===== config.mk =====
export PLATFORM = sky130hd
export DESIGN_NAME = pixel_geometric_remap
export DESIGN_NICKNAME = d
export VERILOG_FILES = /design/src/hdl/pgr_pkg.sv /design/src/hdl/pixel_geometric_remap.sv
export SDC_FILE = /design/constraint.sdc
export NUM_CORES = 2
export LEC_CHECK = 0
export BUFFER_PORTS_ARGS = -buffer_cell sky130_fd_sc_hd__clkbuf_2
export CAP_MARGIN = 20
export CORE_UTILIZATION = 42
export CTS_BUF_LIST = sky130_fd_sc_hd__clkbuf_16
export DETAILED_ROUTE_END_ITERATION = 6
export GPL_ROUTABILITY_DRIVEN = 0
export PLACE_DENSITY = 0.57
export REMOVE_ABC_BUFFERS = 1
export SLEW_MARGIN = 30
export SYNTH_ARGS = -nofsm -noshare
export SYNTH_HDL_FRONTEND = slang
export SYNTH_SLANG_ARGS = --single-unit

===== constraint.sdc =====
create_clock -name clock -period 10.5 [get_ports clock]
set_input_delay 2.625 -clock clock [delete_from_list [all_inputs] [get_ports clock]]
set_output_delay 2.625 -clock clock [all_outputs]
set_load 0.02 [all_outputs]

===== src/hdl/pgr_pkg.sv =====
// Shared types and constants for the pixel geometric remap block.
package pgr_pkg;

   localparam int COORD_BITS_DEF     = 12;
   localparam int TRIG_FRAC_BITS_DEF = 14;
   localparam int COEF_BITS          = 16;
   localparam int COLOR_BITS         = 8;
   localparam int MODE_BITS          = 3;
   localparam int CSR_INDEX_BITS     = 3;
   localparam int MAX_RESULTS        = 4;
   localparam int RES_IDX_BITS       = 2;

   // Cosine after reset is 1.0 in Q2.14.
   localparam logic signed [COEF_BITS-1:0] COS_RESET = 16'sd16384;
   localparam logic signed [COEF_BITS-1:0] SIN_RESET = 16'sd0;

   typedef enum logic [MODE_BITS-1:0] {
      MODE_HFLIP     = 3'd0,
      MODE_VFLIP     = 3'd1,
      MODE_ROTATE    = 3'd2,
      MODE_ROT_RIGHT = 3'd3,
      MODE_MIRROR    = 3'd4,
      MODE_QUAD      = 3'd5,
      MODE_TRANSLATE = 3'd6,
      MODE_WRAP      = 3'd7
   } mode_type;

   typedef enum logic [CSR_INDEX_BITS-1:0] {
      CSR_MODE        = 3'd0,
      CSR_WIDTH       = 3'd1,
      CSR_HEIGHT      = 3'd2,
      CSR_SHIFT_RIGHT = 3'd3,
      CSR_SHIFT_DOWN  = 3'd4,
      CSR_COS         = 3'd5,
      CSR_SIN         = 3'd6
   } csr_index_type;

   typedef logic [COLOR_BITS-1:0] color_type;

   typedef struct packed {
      color_type red;
      color_type green;
      color_type blue;
   } rgb_type;

endpackage


===== src/hdl/pixel_geometric_remap.sv =====
// Pixel geometric remap: maps one source pixel to zero to four destination pixels.
//
//   channel   ports                         transaction marker
//   -------   ---------------------------   ---------------------------------
//   request   req_src_x/y, req_*_in         start high while busy is low
//   response  rsp_dest_x/y, rsp_*_out,      rsp_valid high for one cycle
//             rsp_last_of_run
//   config    csr_index, csr_data           csr_write_en high
//
// A request passes through three register stages (input, products, rotated
// coordinates) and then loads the output register, which presents its responses.
// A pixel that yields several responses (two for mirror, four for the
// four-in-one copy) holds the output register until its last one is shown, so
// the block takes one pixel per cycle only in the single-result modes.
// The receiver cannot stall; busy rises only while the output register is
// still draining a multi-result pixel and every stage behind it is full.
// Reset is synchronous and clears the stage valid bits, the response index and
// the configuration registers; the data registers are left as they are.
module pixel_geometric_remap #(
   parameter int COORD_BITS     = pgr_pkg::COORD_BITS_DEF,
   parameter int TRIG_FRAC_BITS = pgr_pkg::TRIG_FRAC_BITS_DEF,
   localparam int CSR_DATA_BITS = (COORD_BITS + 1 > pgr_pkg::COEF_BITS) ?
                                  (COORD_BITS + 1) : pgr_pkg::COEF_BITS
) (
   input  logic                                  clock,
   input  logic                                  reset,
   // Configuration write port.
   input  logic                                  csr_write_en,
   input  logic [pgr_pkg::CSR_INDEX_BITS-1:0]    csr_index,
   input  logic [CSR_DATA_BITS-1:0]              csr_data,
   // Request channel.
   input  logic                                  start,
   output logic                                  busy,
   input  logic [COORD_BITS-1:0]                 req_src_x,
   input  logic [COORD_BITS-1:0]                 req_src_y,
   input  logic [pgr_pkg::COLOR_BITS-1:0]        req_red_in,
   input  logic [pgr_pkg::COLOR_BITS-1:0]        req_green_in,
   input  logic [pgr_pkg::COLOR_BITS-1:0]        req_blue_in,
   // Response channel.
   output logic                                  rsp_valid,
   output logic [COORD_BITS-1:0]                 rsp_dest_x,
   output logic [COORD_BITS-1:0]                 rsp_dest_y,
   output logic [pgr_pkg::COLOR_BITS-1:0]        rsp_red_out,
   output logic [pgr_pkg::COLOR_BITS-1:0]        rsp_green_out,
   output logic [pgr_pkg::COLOR_BITS-1:0]        rsp_blue_out,
   output logic                                  rsp_last_of_run
);
   import pgr_pkg::*;

   // Image dimensions carry one bit more than a coordinate so that the full
   // size (for example 4096 with 12-bit coordinates) is representable.
   localparam int DIM_BITS  = COORD_BITS + 1;
   localparam int PROD_BITS = DIM_BITS + COEF_BITS;
   localparam int SUM_BASE  = (COORD_BITS + TRIG_FRAC_BITS > PROD_BITS) ?
                              (COORD_BITS + TRIG_FRAC_BITS) : PROD_BITS;
   localparam int SUM_BITS  = SUM_BASE + 3;
   localparam int ROT_BITS  = SUM_BITS - TRIG_FRAC_BITS;

   typedef logic [COORD_BITS-1:0] coord_type;

   // ---------------------------------------------------------------------
   // Configuration registers.
   // ---------------------------------------------------------------------
   mode_type                     mode_ff;
   logic [DIM_BITS-1:0]          width_ff;
   logic [DIM_BITS-1:0]          height_ff;
   coord_type                    shift_right_ff;
   coord_type                    shift_down_ff;
   logic signed [COEF_BITS-1:0]  cos_ff;
   logic signed [COEF_BITS-1:0]  sin_ff;

   always_ff @(posedge clock) begin
      if (reset) begin
         mode_ff        <= MODE_HFLIP;
         width_ff       <= {1'b1, {COORD_BITS{1'b0}}};
         height_ff      <= {1'b1, {COORD_BITS{1'b0}}};
         shift_right_ff <= '0;
         shift_down_ff  <= '0;
         cos_ff         <= COS_RESET;
         sin_ff         <= SIN_RESET;
      end else if (csr_write_en) begin
         unique case (csr_index)
            CSR_MODE:        mode_ff        <= mode_type'(csr_data[MODE_BITS-1:0]);
            CSR_WIDTH:       width_ff       <= csr_data[DIM_BITS-1:0];
            CSR_HEIGHT:      height_ff      <= csr_data[DIM_BITS-1:0];
            CSR_SHIFT_RIGHT: shift_right_ff <= csr_data[COORD_BITS-1:0];
            CSR_SHIFT_DOWN:  shift_down_ff  <= csr_data[COORD_BITS-1:0];
            CSR_COS:         cos_ff         <= signed'(csr_data[COEF_BITS-1:0]);
            CSR_SIN:         sin_ff         <= signed'(csr_data[COEF_BITS-1:0]);
            default: ;
         endcase
      end
   end

   // Half dimensions, used by rotation, mirror and the quarter copy.
   coord_type half_w;
   coord_type half_h;
   assign half_w = width_ff[DIM_BITS-1:1];
   assign half_h = height_ff[DIM_BITS-1:1];

   // ---------------------------------------------------------------------
   // Pipeline handshake. A stage is free when it is empty or when its
   // content moves on in this cycle. The output register frees up on the
   // cycle that shows the last response of its pixel.
   // ---------------------------------------------------------------------
   logic                        p1_valid_ff, p2_valid_ff, p3_valid_ff, out_valid_ff;
   logic                        p1_valid_in, p2_valid_in, p3_valid_in, out_valid_in;
   logic                        p2_free, p3_free, out_free, out_load;
   logic                        cand_any;
   logic [RES_IDX_BITS-1:0]     cand_last;
   logic [RES_IDX_BITS-1:0]     out_idx_ff, out_idx_in, out_last_ff;

   assign out_free = !out_valid_ff || (out_idx_ff == out_last_ff);
   assign p3_free  = !p3_valid_ff || out_free;
   assign p2_free  = !p2_valid_ff || p3_free;
   assign busy     = p1_valid_ff && !p2_free;

   assign p1_valid_in  = busy ? 1'b1 : start;
   assign p2_valid_in  = p2_free ? p1_valid_ff : 1'b1;
   assign p3_valid_in  = p3_free ? p2_valid_ff : 1'b1;
   // A pixel that is dropped simply vanishes here.
   assign out_load     = out_free && p3_valid_ff && cand_any;
   assign out_valid_in = out_free ? (p3_valid_ff && cand_any) : 1'b1;
   assign out_idx_in   = out_free ? '0 : out_idx_ff + RES_IDX_BITS'(1);

   always_ff @(posedge clock) begin
      if (reset) begin
         p1_valid_ff  <= 1'b0;
         p2_valid_ff  <= 1'b0;
         p3_valid_ff  <= 1'b0;
         out_valid_ff <= 1'b0;
         out_idx_ff   <= '0;
      end else begin
         p1_valid_ff  <= p1_valid_in;
         p2_valid_ff  <= p2_valid_in;
         p3_valid_ff  <= p3_valid_in;
         out_valid_ff <= out_valid_in;
         out_idx_ff   <= out_idx_in;
      end
   end

   // ---------------------------------------------------------------------
   // Stage 1: input register; the centered coordinates feed four products.
   // ---------------------------------------------------------------------
   coord_type                    p1_x_ff, p1_y_ff;
   rgb_type                      p1_rgb_ff;
   logic signed [DIM_BITS-1:0]   xc, yc;
   logic signed [PROD_BITS-1:0]  xc_cos_in, yc_sin_in, xc_sin_in, yc_cos_in;

   always_ff @(posedge clock) begin
      if (!busy) begin
         p1_x_ff   <= req_src_x;
         p1_y_ff   <= req_src_y;
         p1_rgb_ff <= '{red: req_red_in, green: req_green_in, blue: req_blue_in};
      end
   end

   assign xc = signed'({1'b0, p1_x_ff} - {1'b0, half_w});
   assign yc = signed'({1'b0, p1_y_ff} - {1'b0, half_h});

   assign xc_cos_in = PROD_BITS'(xc) * PROD_BITS'(cos_ff);
   assign yc_sin_in = PROD_BITS'(yc) * PROD_BITS'(sin_ff);
   assign xc_sin_in = PROD_BITS'(xc) * PROD_BITS'(sin_ff);
   assign yc_cos_in = PROD_BITS'(yc) * PROD_BITS'(cos_ff);

   // ---------------------------------------------------------------------
   // Stage 2: registered products; sums are formed and divided by 2^F with
   // truncation toward zero (negative sums get a bias of 2^F - 1 first).
   // ---------------------------------------------------------------------
   coord_type                    p2_x_ff, p2_y_ff;
   rgb_type                      p2_rgb_ff;
   logic signed [PROD_BITS-1:0]  p2_xc_cos_ff, p2_yc_sin_ff, p2_xc_sin_ff, p2_yc_cos_ff;
   logic signed [SUM_BITS-1:0]   base_x, base_y, sum_x, sum_y, bias_x, bias_y;
   logic signed [SUM_BITS-1:0]   adj_x, adj_y;
   logic signed [ROT_BITS-1:0]   rot_x_in, rot_y_in;

   always_ff @(posedge clock) begin
      if (p2_free) begin
         p2_x_ff      <= p1_x_ff;
         p2_y_ff      <= p1_y_ff;
         p2_rgb_ff    <= p1_rgb_ff;
         p2_xc_cos_ff <= xc_cos_in;
         p2_yc_sin_ff <= yc_sin_in;
         p2_xc_sin_ff <= xc_sin_in;
         p2_yc_cos_ff <= yc_cos_in;
      end
   end

   assign base_x = signed'(SUM_BITS'({half_w, {TRIG_FRAC_BITS{1'b0}}}));
   assign base_y = signed'(SUM_BITS'({half_h, {TRIG_FRAC_BITS{1'b0}}}));
   assign sum_x  = base_x + SUM_BITS'(p2_xc_cos_ff) - SUM_BITS'(p2_yc_sin_ff);
   assign sum_y  = base_y + SUM_BITS'(p2_xc_sin_ff) + SUM_BITS'(p2_yc_cos_ff);
   assign bias_x = sum_x[SUM_BITS-1] ? SUM_BITS'({TRIG_FRAC_BITS{1'b1}}) : '0;
   assign bias_y = sum_y[SUM_BITS-1] ? SUM_BITS'({TRIG_FRAC_BITS{1'b1}}) : '0;
   assign adj_x  = sum_x + bias_x;
   assign adj_y  = sum_y + bias_y;
   assign rot_x_in = adj_x[SUM_BITS-1:TRIG_FRAC_BITS];
   assign rot_y_in = adj_y[SUM_BITS-1:TRIG_FRAC_BITS];

   // ---------------------------------------------------------------------
   // Stage 3: every mode's destination list is built from the held pixel.
   // ---------------------------------------------------------------------
   coord_type                    p3_x_ff, p3_y_ff;
   rgb_type                      p3_rgb_ff;
   logic signed [ROT_BITS-1:0]   p3_rot_x_ff, p3_rot_y_ff;
   logic [DIM_BITS-1:0]          flip_x, flip_y, move_x, move_y, wrap_x, wrap_y;
   coord_type                    quad_x, quad_y, quad_x_hi, quad_y_hi;
   logic                         rot_inside;
   coord_type                    cand_x [MAX_RESULTS];
   coord_type                    cand_y [MAX_RESULTS];

   always_ff @(posedge clock) begin
      if (p3_free) begin
         p3_x_ff     <= p2_x_ff;
         p3_y_ff     <= p2_y_ff;
         p3_rgb_ff   <= p2_rgb_ff;
         p3_rot_x_ff <= rot_x_in;
         p3_rot_y_ff <= rot_y_in;
      end
   end

   assign flip_x = width_ff - DIM_BITS'(1) - DIM_BITS'(p3_x_ff);
   assign flip_y = height_ff - DIM_BITS'(1) - DIM_BITS'(p3_y_ff);
   assign move_x = DIM_BITS'(p3_x_ff) + DIM_BITS'(shift_right_ff);
   assign move_y = DIM_BITS'(p3_y_ff) + DIM_BITS'(shift_down_ff);
   // Wraparound takes the dimension off once only.
   assign wrap_x = (move_x >= width_ff) ? (move_x - width_ff) : move_x;
   assign wrap_y = (move_y >= height_ff) ? (move_y - height_ff) : move_y;
   assign quad_x    = p3_x_ff >> 1;
   assign quad_y    = p3_y_ff >> 1;
   assign quad_x_hi = quad_x + half_w;
   assign quad_y_hi = quad_y + half_h;
   assign rot_inside = !p3_rot_x_ff[ROT_BITS-1] && !p3_rot_y_ff[ROT_BITS-1] &&
                       ($unsigned(p3_rot_x_ff) < ROT_BITS'(width_ff)) &&
                       ($unsigned(p3_rot_y_ff) < ROT_BITS'(height_ff));

   always_comb begin
      for (int i = 0; i < MAX_RESULTS; i++) begin
         cand_x[i] = p3_x_ff;
         cand_y[i] = p3_y_ff;
      end
      cand_last = '0;
      cand_any  = 1'b1;
      unique case (mode_ff)
         MODE_HFLIP: begin
            cand_x[0] = flip_x[COORD_BITS-1:0];
         end
         MODE_VFLIP: begin
            cand_y[0] = flip_y[COORD_BITS-1:0];
         end
         MODE_ROTATE: begin
            cand_x[0] = p3_rot_x_ff[COORD_BITS-1:0];
            cand_y[0] = p3_rot_y_ff[COORD_BITS-1:0];
            cand_any  = rot_inside;
         end
         MODE_ROT_RIGHT: begin
            cand_x[0] = flip_y[COORD_BITS-1:0];
            cand_y[0] = p3_x_ff;
         end
         MODE_MIRROR: begin
            cand_x[1] = flip_x[COORD_BITS-1:0];
            cand_last = RES_IDX_BITS'(1);
            cand_any  = p3_x_ff < half_w;
         end
         MODE_QUAD: begin
            cand_x[0] = quad_x;
            cand_y[0] = quad_y;
            cand_x[1] = quad_x_hi;
            cand_y[1] = quad_y;
            cand_x[2] = quad_x;
            cand_y[2] = quad_y_hi;
            cand_x[3] = quad_x_hi;
            cand_y[3] = quad_y_hi;
            cand_last = RES_IDX_BITS'(MAX_RESULTS - 1);
         end
         MODE_TRANSLATE: begin
            cand_x[0] = move_x[COORD_BITS-1:0];
            cand_y[0] = move_y[COORD_BITS-1:0];
            cand_any  = (move_x < width_ff) && (move_y < height_ff);
         end
         MODE_WRAP: begin
            cand_x[0] = wrap_x[COORD_BITS-1:0];
            cand_y[0] = wrap_y[COORD_BITS-1:0];
         end
      endcase
   end

   // ---------------------------------------------------------------------
   // Output register: holds the destination list of one pixel and steps
   // through it, one response per cycle.
   // ---------------------------------------------------------------------
   coord_type  out_x_ff [MAX_RESULTS];
   coord_type  out_y_ff [MAX_RESULTS];
   rgb_type    out_rgb_ff;

   always_ff @(posedge clock) begin
      if (out_load) begin
         out_x_ff    <= cand_x;
         out_y_ff    <= cand_y;
         out_rgb_ff  <= p3_rgb_ff;
         out_last_ff <= cand_last;
      end
   end

   assign rsp_valid       = out_valid_ff;
   assign rsp_dest_x      = out_x_ff[out_idx_ff];
   assign rsp_dest_y      = out_y_ff[out_idx_ff];
   assign rsp_red_out     = out_rgb_ff.red;
   assign rsp_green_out   = out_rgb_ff.green;
   assign rsp_blue_out    = out_rgb_ff.blue;
   assign rsp_last_of_run = out_idx_ff == out_last_ff;

   // ---------------------------------------------------------------------
   // Assertions.
   // ---------------------------------------------------------------------
   a_idx_in_range: assert property (@(posedge clock) disable iff (reset)
      out_valid_ff |-> (out_idx_ff <= out_last_ff))
      else $error("response index ran past the last entry of the pixel");

   a_run_continues: assert property (@(posedge clock) disable iff (reset)
      (rsp_valid && !rsp_last_of_run) |=> rsp_valid)
      else $error("response run ended before its last transaction");

   a_busy_only_full: assert property (@(posedge clock) disable iff (reset)
      busy |-> (p2_valid_ff && p3_valid_ff && out_valid_ff))
      else $error("busy raised while the pipeline had a free stage");

   a_accept_lands: assert property (@(posedge clock) disable iff (reset)
      (start && !busy) |=> p1_valid_ff)
      else $error("accepted request did not reach the input register");

   a_busy_needs_item: assert property (@(posedge clock) disable iff (reset)
      !p1_valid_ff |-> !busy)
      else $error("busy raised with an empty input register");

endmodule


After elaboration in Yosys (flattened, before gate mapping)
Cells that the tools add are included.
- add/subtract/negate cells: 19
- multiply operators: 4
- div/mod/pow operators: 0
- magnitude comparators: 8
- equality and inequality tests: 14
- shift operators: 0
- muxes and demuxes: 21
- bitwise logic cells: 1
- reductions and logical operators: 27
- operators with widths (cell ; count):
    $pmux W12 S6 ; 2
    $mul A13 B16 Y29 ; 4
    $mux W12 ; 6
    $add A31 B15 Y32 ; 2
    $add A27 B29 Y30 ; 2
    $bmux W12 S2 ; 2
    $sub A12 B12 Y12 ; 4
    $lt A18 B13 Y1 ; 2
    $mux W35 ; 1
    $add A30 B29 Y31 ; 1
    $sub A30 B29 Y31 ; 1
    $mux W14 ; 2
    $add A12 B12 Y13 ; 2
    $ge A13 B13 Y1 ; 2
    $lt A13 B13 Y1 ; 2
    $sub A12 B12 Y13 ; 2
    $add A11 B12 Y12 ; 2
    $pmux W12 S2 ; 1
    $sub A12 B1 Y12 const B ; 2
    $mux W23 ; 1
    $eq A3 B3 Y1 const B ; 7
    $reduce_and A2 Y1 ; 7
    $eq A3 B2 Y1 const B ; 4
    $lt A12 B12 Y1 ; 1
    13 further kinds ; 32
- register bits after elaboration: 509
- bits in latches: 0
- RAM bits: 0
- memory bits (read-only): 0
- input port bits: 71
- output and inout port bits: 51
- word-level logic and storage cells: 141
- memories kept: 0

Logic depth before layout (Yosys ltp)
- depth in word-level cells: 7
- gate-level depth with buffers: 35
- mapped depth without buffers: 34

Worst setup path after synthesis
No wires, ideal clock.
- path type: register -> register
- from: register p3_x_ff[0]
- to: register out_last_ff[0], enable pin
- setup time: 581 ps
- arrival: 8346 ps
- data required time: 9919 ps
- slack: 1573 ps
- cell stages (with the launch flop): 18
- path buffers: 0
- clock period less this slack: 8927 ps
- cells stage by stage: edfxtp_1 -> ha_1 -> fa_1 -> a21o_1 -> a21oi_1 -> o21bai_1 -> a21oi_1 -> o21ai_0 -> a31oi_1 -> xnor2_1 -> ha_1 -> or3_1 -> a2111oi_0 -> o31ai_1 -> a21oi_1 -> nand4_1 -> a31o_2 -> nor2_1
- word-level cells in the longest chain between the ends: 5
- elaborated cells between the ends (all ways): 6
- those cells by class: 1 x add/sub; 2 x order compare; 1 x mux; 2 x reduce/logical
- RTL lines (what ; RTL line ; text):
    start: declaration ; pixel_geometric_remap.sv:203 ; coord_type p3_x_ff, p3_y_ff;
    start signal: assignment ; pixel_geometric_remap.sv:214 ; p3_x_ff <= p2_x_ff;
    $add A12 B12 Y13 ; pixel_geometric_remap.sv:224 ; assign move_x = DIM_BITS'(p3_x_ff) + DIM_BITS'(shift_right_ff);
    $lt A13 B13 Y1 ; pixel_geometric_remap.sv:279 ; cand_any = (move_x < width_ff) && (move_y < height_ff);
    $logic_and A1 B1 Y1 ; pixel_geometric_remap.sv:279 ;
    $pmux W1 S3 * ; pixel_geometric_remap.sv:244 ; unique case (mode_ff)
    $logic_and A1 B1 Y1 * ; pixel_geometric_remap.sv:122 ; assign out_load = out_free && p3_valid_ff && cand_any;
    net out_load ; pixel_geometric_remap.sv:108 ; logic p2_free, p3_free, out_free, out_load;
    end signal: assignment ; pixel_geometric_remap.sv:301 ; out_last_ff <= cand_last;
    end: declaration ; pixel_geometric_remap.sv:111 ; logic [RES_IDX_BITS-1:0] out_idx_ff, out_idx_in, out_last_ff;
The timed path passes the listed nets; every way through them passes the cells marked *.
A chain may end at the register's enable or synchronous reset.

Worst setup path after layout
- from: register width_ff[2]
- to: register p2_xc_cos_ff[27], data pin
- word-level cells in the longest chain between the ends: 2
- RTL lines (what ; RTL line ; text):
    start: declaration ; pixel_geometric_remap.sv:65 ; logic [DIM_BITS-1:0] width_ff;
    start signal: assignment ; pixel_geometric_remap.sv:75 ; width_ff <= {1'b1, {COORD_BITS{1'b0}}};
    start signal: assignment ; pixel_geometric_remap.sv:84 ; CSR_WIDTH: width_ff <= csr_data[DIM_BITS-1:0];
    $sub A12 B12 Y13 ; pixel_geometric_remap.sv:158 ; assign xc = signed'({1'b0, p1_x_ff} - {1'b0, half_w});
    $mul A13 B16 Y29 ; pixel_geometric_remap.sv:161 ; assign xc_cos_in = PROD_BITS'(xc) * PROD_BITS'(cos_ff);
    net xc_cos_in[27] ; pixel_geometric_remap.sv:148 ; logic signed [PROD_BITS-1:0] xc_cos_in, yc_sin_in, xc_sin_in, yc_cos_in;
    end signal: assignment ; pixel_geometric_remap.sv:182 ; p2_xc_cos_ff <= xc_cos_in;
    end: declaration ; pixel_geometric_remap.sv:172 ; logic signed [PROD_BITS-1:0] p2_xc_cos_ff, p2_yc_sin_ff, p2_xc_sin_ff, p2_yc_cos_ff;
The timed path passes the listed nets, and every way through them passes these cells.

==> results.md <==
- The starting utilization of the core area is 42.6%.
- After detailed routing, the average wire length per cell comes to 20.5 um.
- The via count of the first global-routing pass was 43119.
- The post-synthesis mux area share is 1.30%.
- The maximum level of the CTS H-tree is 2.
- Hold repair after CTS inserted 0 buffers.
- Summed over all nets, the switching power comes to 5.66 mW.
- The type of the tightest min-delay check is reg2reg.
- The hold path depth is 0.
- The sort of element at the start of the critical path is a register.
- The area added between synthesis and finish is 8.17%.
- The netlist area before placement is 58900 sq um.
- The most common cell type on the critical path is sky130_fd_sc_hd__fa_1.
- For the pin with the worst max-slew slack, the measured transition is 0.982 ns.
- The setup-violating endpoint count in the final report is 0.
- The final antenna-violating net count is 0.
- After clock tree synthesis, the clock-pin slew on the worst setup and hold paths is 0.07 ns.
- Synthesis produced a netlist whose cell count is 5982.
- The share of the Yosys chip area taken by registers is 23.8%.
- For hold timing, the worst endpoint is p2_rgb_ff[10].
- The post-place instance area is 61700 sq um.
- The cell chosen for the clock root is sky130_fd_sc_hd__clkbuf_16.
- The floorplan step set the die height to 376 um.
- The core outline area is 138000 sq um.
- The worst path buffer plus inverter count is 5.
- The reg-to-reg setup timing slack is 0.75 ns.
- The die is 376 um wide.
- The final hold violation count is 0.
- The count of placed standard cells in the final layout, fillers left out is 7923.
- The TritonCTS sink count is 497.
- The worst endpoint required time is 10.90 ns.
- Ranked by total cell area, the synthesized netlist is headed by sky130_fd_sc_hd__fa_1 (28%), sky130_fd_sc_hd__edfxtp_1 (21%), sky130_fd_sc_hd__ha_1 (12%).
- The die covers 142000 sq um.
- In this run the critical register-to-register path is launched from width_ff[2].
- The post-cts resize count is 0.
- After routing the design area is 63700 sq um.
- The worst stage delay on the critical path is 0.64 ns.
- The number of placed cells counting well taps is 7809.
- For this run, the leading register cell type out of synthesis is sky130_fd_sc_hd__edfxtp_1.
- Per report_power, the combinational group accounts for 59.9% of the total.
- TritonCTS built the clock tree.
- For this block, the routed nets add up to 162000 um of wire.
- Sequential cells account for 24.0% of the total power.
- sky130_fd_sc_hd__fa_1 takes more of the synthesized area than any other cell.
- In the final layout, the share of cells above drive strength 1 is 6.33%.
- Leaving out fill and tap cells, the most frequent cells in the layout are sky130_fd_sc_hd__inv_1 (903), sky130_fd_sc_hd__fa_1 (815), sky130_fd_sc_hd__nand2_1 (766), sky130_fd_sc_hd__ha_1 (563), sky130_fd_sc_hd__edfxtp_1 (406).
- The worst IR drop on VDD is 0.183 mV.
- Counting flops and latches in the post-synthesis netlist gives 497.
- After Yosys synthesis, XOR and XNOR cells account for 4.14% of the synthesized area.
- The commonest non-fill, non-tap cell in the layout is sky130_fd_sc_hd__inv_1.
- The clock passes through at most 3 buffers.
- The cell type group with the largest total delay on the critical path is compound AO/OA/AOI/OAI gates.
- In the post-route analysis, the smallest setup slack over all paths is 0.747 ns.
- The synthesized netlist devotes 9.78% of its cell area to compound gates.
- After layout, the design draws a total of 12.3 mW.
- The run finished with clean final reports.
- The accumulated negative setup slack is 0 ns.
- The first detailed-routing pass ran for 6 iterations.
- The final net count is 7456.
- The critical path is of the reg2reg type.
- The estimated wirelength of the detail-placed design is 128000 um.
- The fraction of post-synthesis cell area in the top cell type by area is 27.8%.
- The share of total power dissipated in the clock network is 16.1%.
- Each instance of the synthesized netlist takes up on average 9.84 sq um.
- The data arrival time of the critical path is 10.15 ns.
- Entering global routing, the biggest net connects 149 pins.
- The number of buffers added by the clock tree synthesis step is 57.
- Setup repair after global routing left no endpoint under its margin.
- Headroom to the max-slew limit came out at 34.5%.
- The internal power consumption is 6.64 mW.
- The number of synthesized flops with an enable pin is 406.
- The routed via count divided by cell count is 5.34.
- The number of setup buffers added after CTS is 0.
- In this run, the number of DRC markers left after iteration 0 of detailed routing was 3021.
- The initial antenna violation count is 9.
- The pre-CTS worst setup slack is 0.917 ns.
- The insertion delay to the later sink of the worst-skew pair is 0.69 ns.
- The final-report max-slew violation count is 0.
- In this run the tool buffered the top-level ports with 121 buffer cells.
- Yosys printed 0 warnings.
- The final period demand of the worst path is 9.75 ns.
- The synthesized netlist contains 85 unique library cells.
- After layout, the worst path uses 92.9% of the clock period.
- The switching share of total power is 46.0%.
- The maximum fanout count along the critical path is 31.
- Global routing finished with a remaining overflow of 0.
- Cells fill 46.1% of the core in the end.
- The wire length of the first global-routing pass is 254000 um.
- Global routing consumed, over all layers together, 23.3% of the routing resources.
- The worst clock skew is 0.0552 ns.
- The power density normalized to cell area is 193 nW/um^2.
- The cell leakage power is 29.5 nW.
- The number of standard-cell rows in the floorplan is 136.
- For this run, design rule violations remaining after detail routing come to 0.
- Across all layers, the routed design uses 42304 vias.
- The startpoint identified for the worst hold timing path is p1_rgb_ff[10].
- STA classifies the critical path endpoint as a register.
- The synthesized-area fraction occupied by and/or/nand/nor cells is 14.0%.
- The slowest stage of the critical path belongs to the cell sky130_fd_sc_hd__o41ai_1.
- The reg-to-reg endpoint is p2_xc_cos_ff[27].
- Counting flops with an async set or reset pin after synthesis yields a share of 0%.
- The number of top-level pins is 122.
- The number of cells on the worst reg-to-reg path is 32.
- The count of max-cap constraint violations is 0.
- After synthesis, the largest family of logic cells by area is adder cells.
- Across all hold checks on the routed design, the worst slack comes to 0.414 ns.
- For this run, the top clock speed supported by timing is 0.103 GHz.
- The adder-cell area share of the yosys netlist is 39.7%.
[synth_stat cells, types with 15 or more instances]
library cell	number
sky130_fd_sc_hd__nor2b_1	108
sky130_fd_sc_hd__inv_1	886
sky130_fd_sc_hd__or3_1	18
sky130_fd_sc_hd__nor3_1	60
sky130_fd_sc_hd__mux2i_1	44
sky130_fd_sc_hd__nand2_1	767
sky130_fd_sc_hd__a211oi_1	26
sky130_fd_sc_hd__nand3_1	53
sky130_fd_sc_hd__o221ai_1	18
sky130_fd_sc_hd__and2_1	258
sky130_fd_sc_hd__nand4_1	25
sky130_fd_sc_hd__fa_1	816
sky130_fd_sc_hd__o21bai_1	37
sky130_fd_sc_hd__dfxtp_1	91
sky130_fd_sc_hd__clkbuf_1	226
sky130_fd_sc_hd__ha_1	563
sky130_fd_sc_hd__o211ai_1	16
sky130_fd_sc_hd__a21boi_0	15
sky130_fd_sc_hd__nand2b_1	88
sky130_fd_sc_hd__nor2_1	261
sky130_fd_sc_hd__a31oi_1	22
sky130_fd_sc_hd__and3_1	25
sky130_fd_sc_hd__or2_2	21
sky130_fd_sc_hd__xor2_1	58
sky130_fd_sc_hd__xnor2_1	220
sky130_fd_sc_hd__a21o_1	71
sky130_fd_sc_hd__a21oi_1	318
sky130_fd_sc_hd__o21ai_0	177
sky130_fd_sc_hd__edfxtp_1	406
sky130_fd_sc_hd__o21a_1	51
[logic make-up after synthesis]
logic type,Yosys count
AOI/OAI and AO/OA,904
xor gates and xnor gates,278
DFF,497
adders and majority gates,1379
buffers and inverters,1131
muxes,61
and+or+nand+nor,1732
[registers in the layout, indices dropped and copies added, names as in the netlist, 13 cells and up]
signal and count:
p2_yc_cos_ff 29, p2_yc_sin_ff 29, out_x_ff 48, width_ff 13, p3_rgb_ff 24, p3_rot_y_ff 18, cos_ff 16, p3_rot_x_ff 18
height_ff 13, out_y_ff 36, p2_rgb_ff 24, p1_rgb_ff 24, p2_xc_sin_ff 29, p2_xc_cos_ff 29, sin_ff 16
[worst max path at each step]
stage / start / to / slack (ns) / depth (start not counted)
floorplan: p3_x_ff[0] / out_last_ff[0] / 1.57 / 17
global placement: width_ff[2] / p2_xc_cos_ff[28] / 1.04 / 32
detailed placement: width_ff[2] / p2_xc_cos_ff[28] / 0.92 / 32
CTS: width_ff[2] / p2_xc_cos_ff[28] / 0.91 / 32
global route: width_ff[2] / p2_xc_cos_ff[28] / 0.20 / 32
finish: width_ff[2] / p2_xc_cos_ff[27] / 0.75 / 32
[worst register-to-register path, delay by kind of cell (launching register included)]
family          cells  cell delay, ns
simple gates        4            0.86
buf+inv             5            0.73
flops               1            0.45
fa+ha+maj           8            3.42
xor+xnor            2            0.33
compound gates     13            3.71
[cell type report]
cell class | instances | area, sq um
Tap cell | 1863 | 2330
Inverter | 889 | 3340
Clock inverter | 49 | 393
Clock buffer | 59 | 1480
Fill cell | 13296 | 74500
Antenna cell | 5 | 12.5
Sequential cell | 497 | 14000
Multi-Input combinational cell | 4354 | 40800
Timing Repair Buffer | 207 | 1310
[power groups by stage]
stage	clock, mW	sequential, mW	combinational, mW
final	1.98	2.96	7.36
after floorplan	0	2.80	5.27
after detailed placement	0	3.00	7.26
after CTS	2.03	2.96	7.32
after global placement	0	3.00	7.21
after global routing	2.10	2.97	8.22
[routing by layer]
metal  vias to the layer above  wire [um]  track usage (%)  part of all wire (%)
li1                      19617          -                -                     -
met1                     21362      72800             32.7                    45
met2                      1098      75900             38.0                    47
met3                       225       8490             2.51                   5.2
met4                         2       5200             6.99                   3.2
met5                         -         13                0                0.0080
Power figures use the tool's default switching activity.
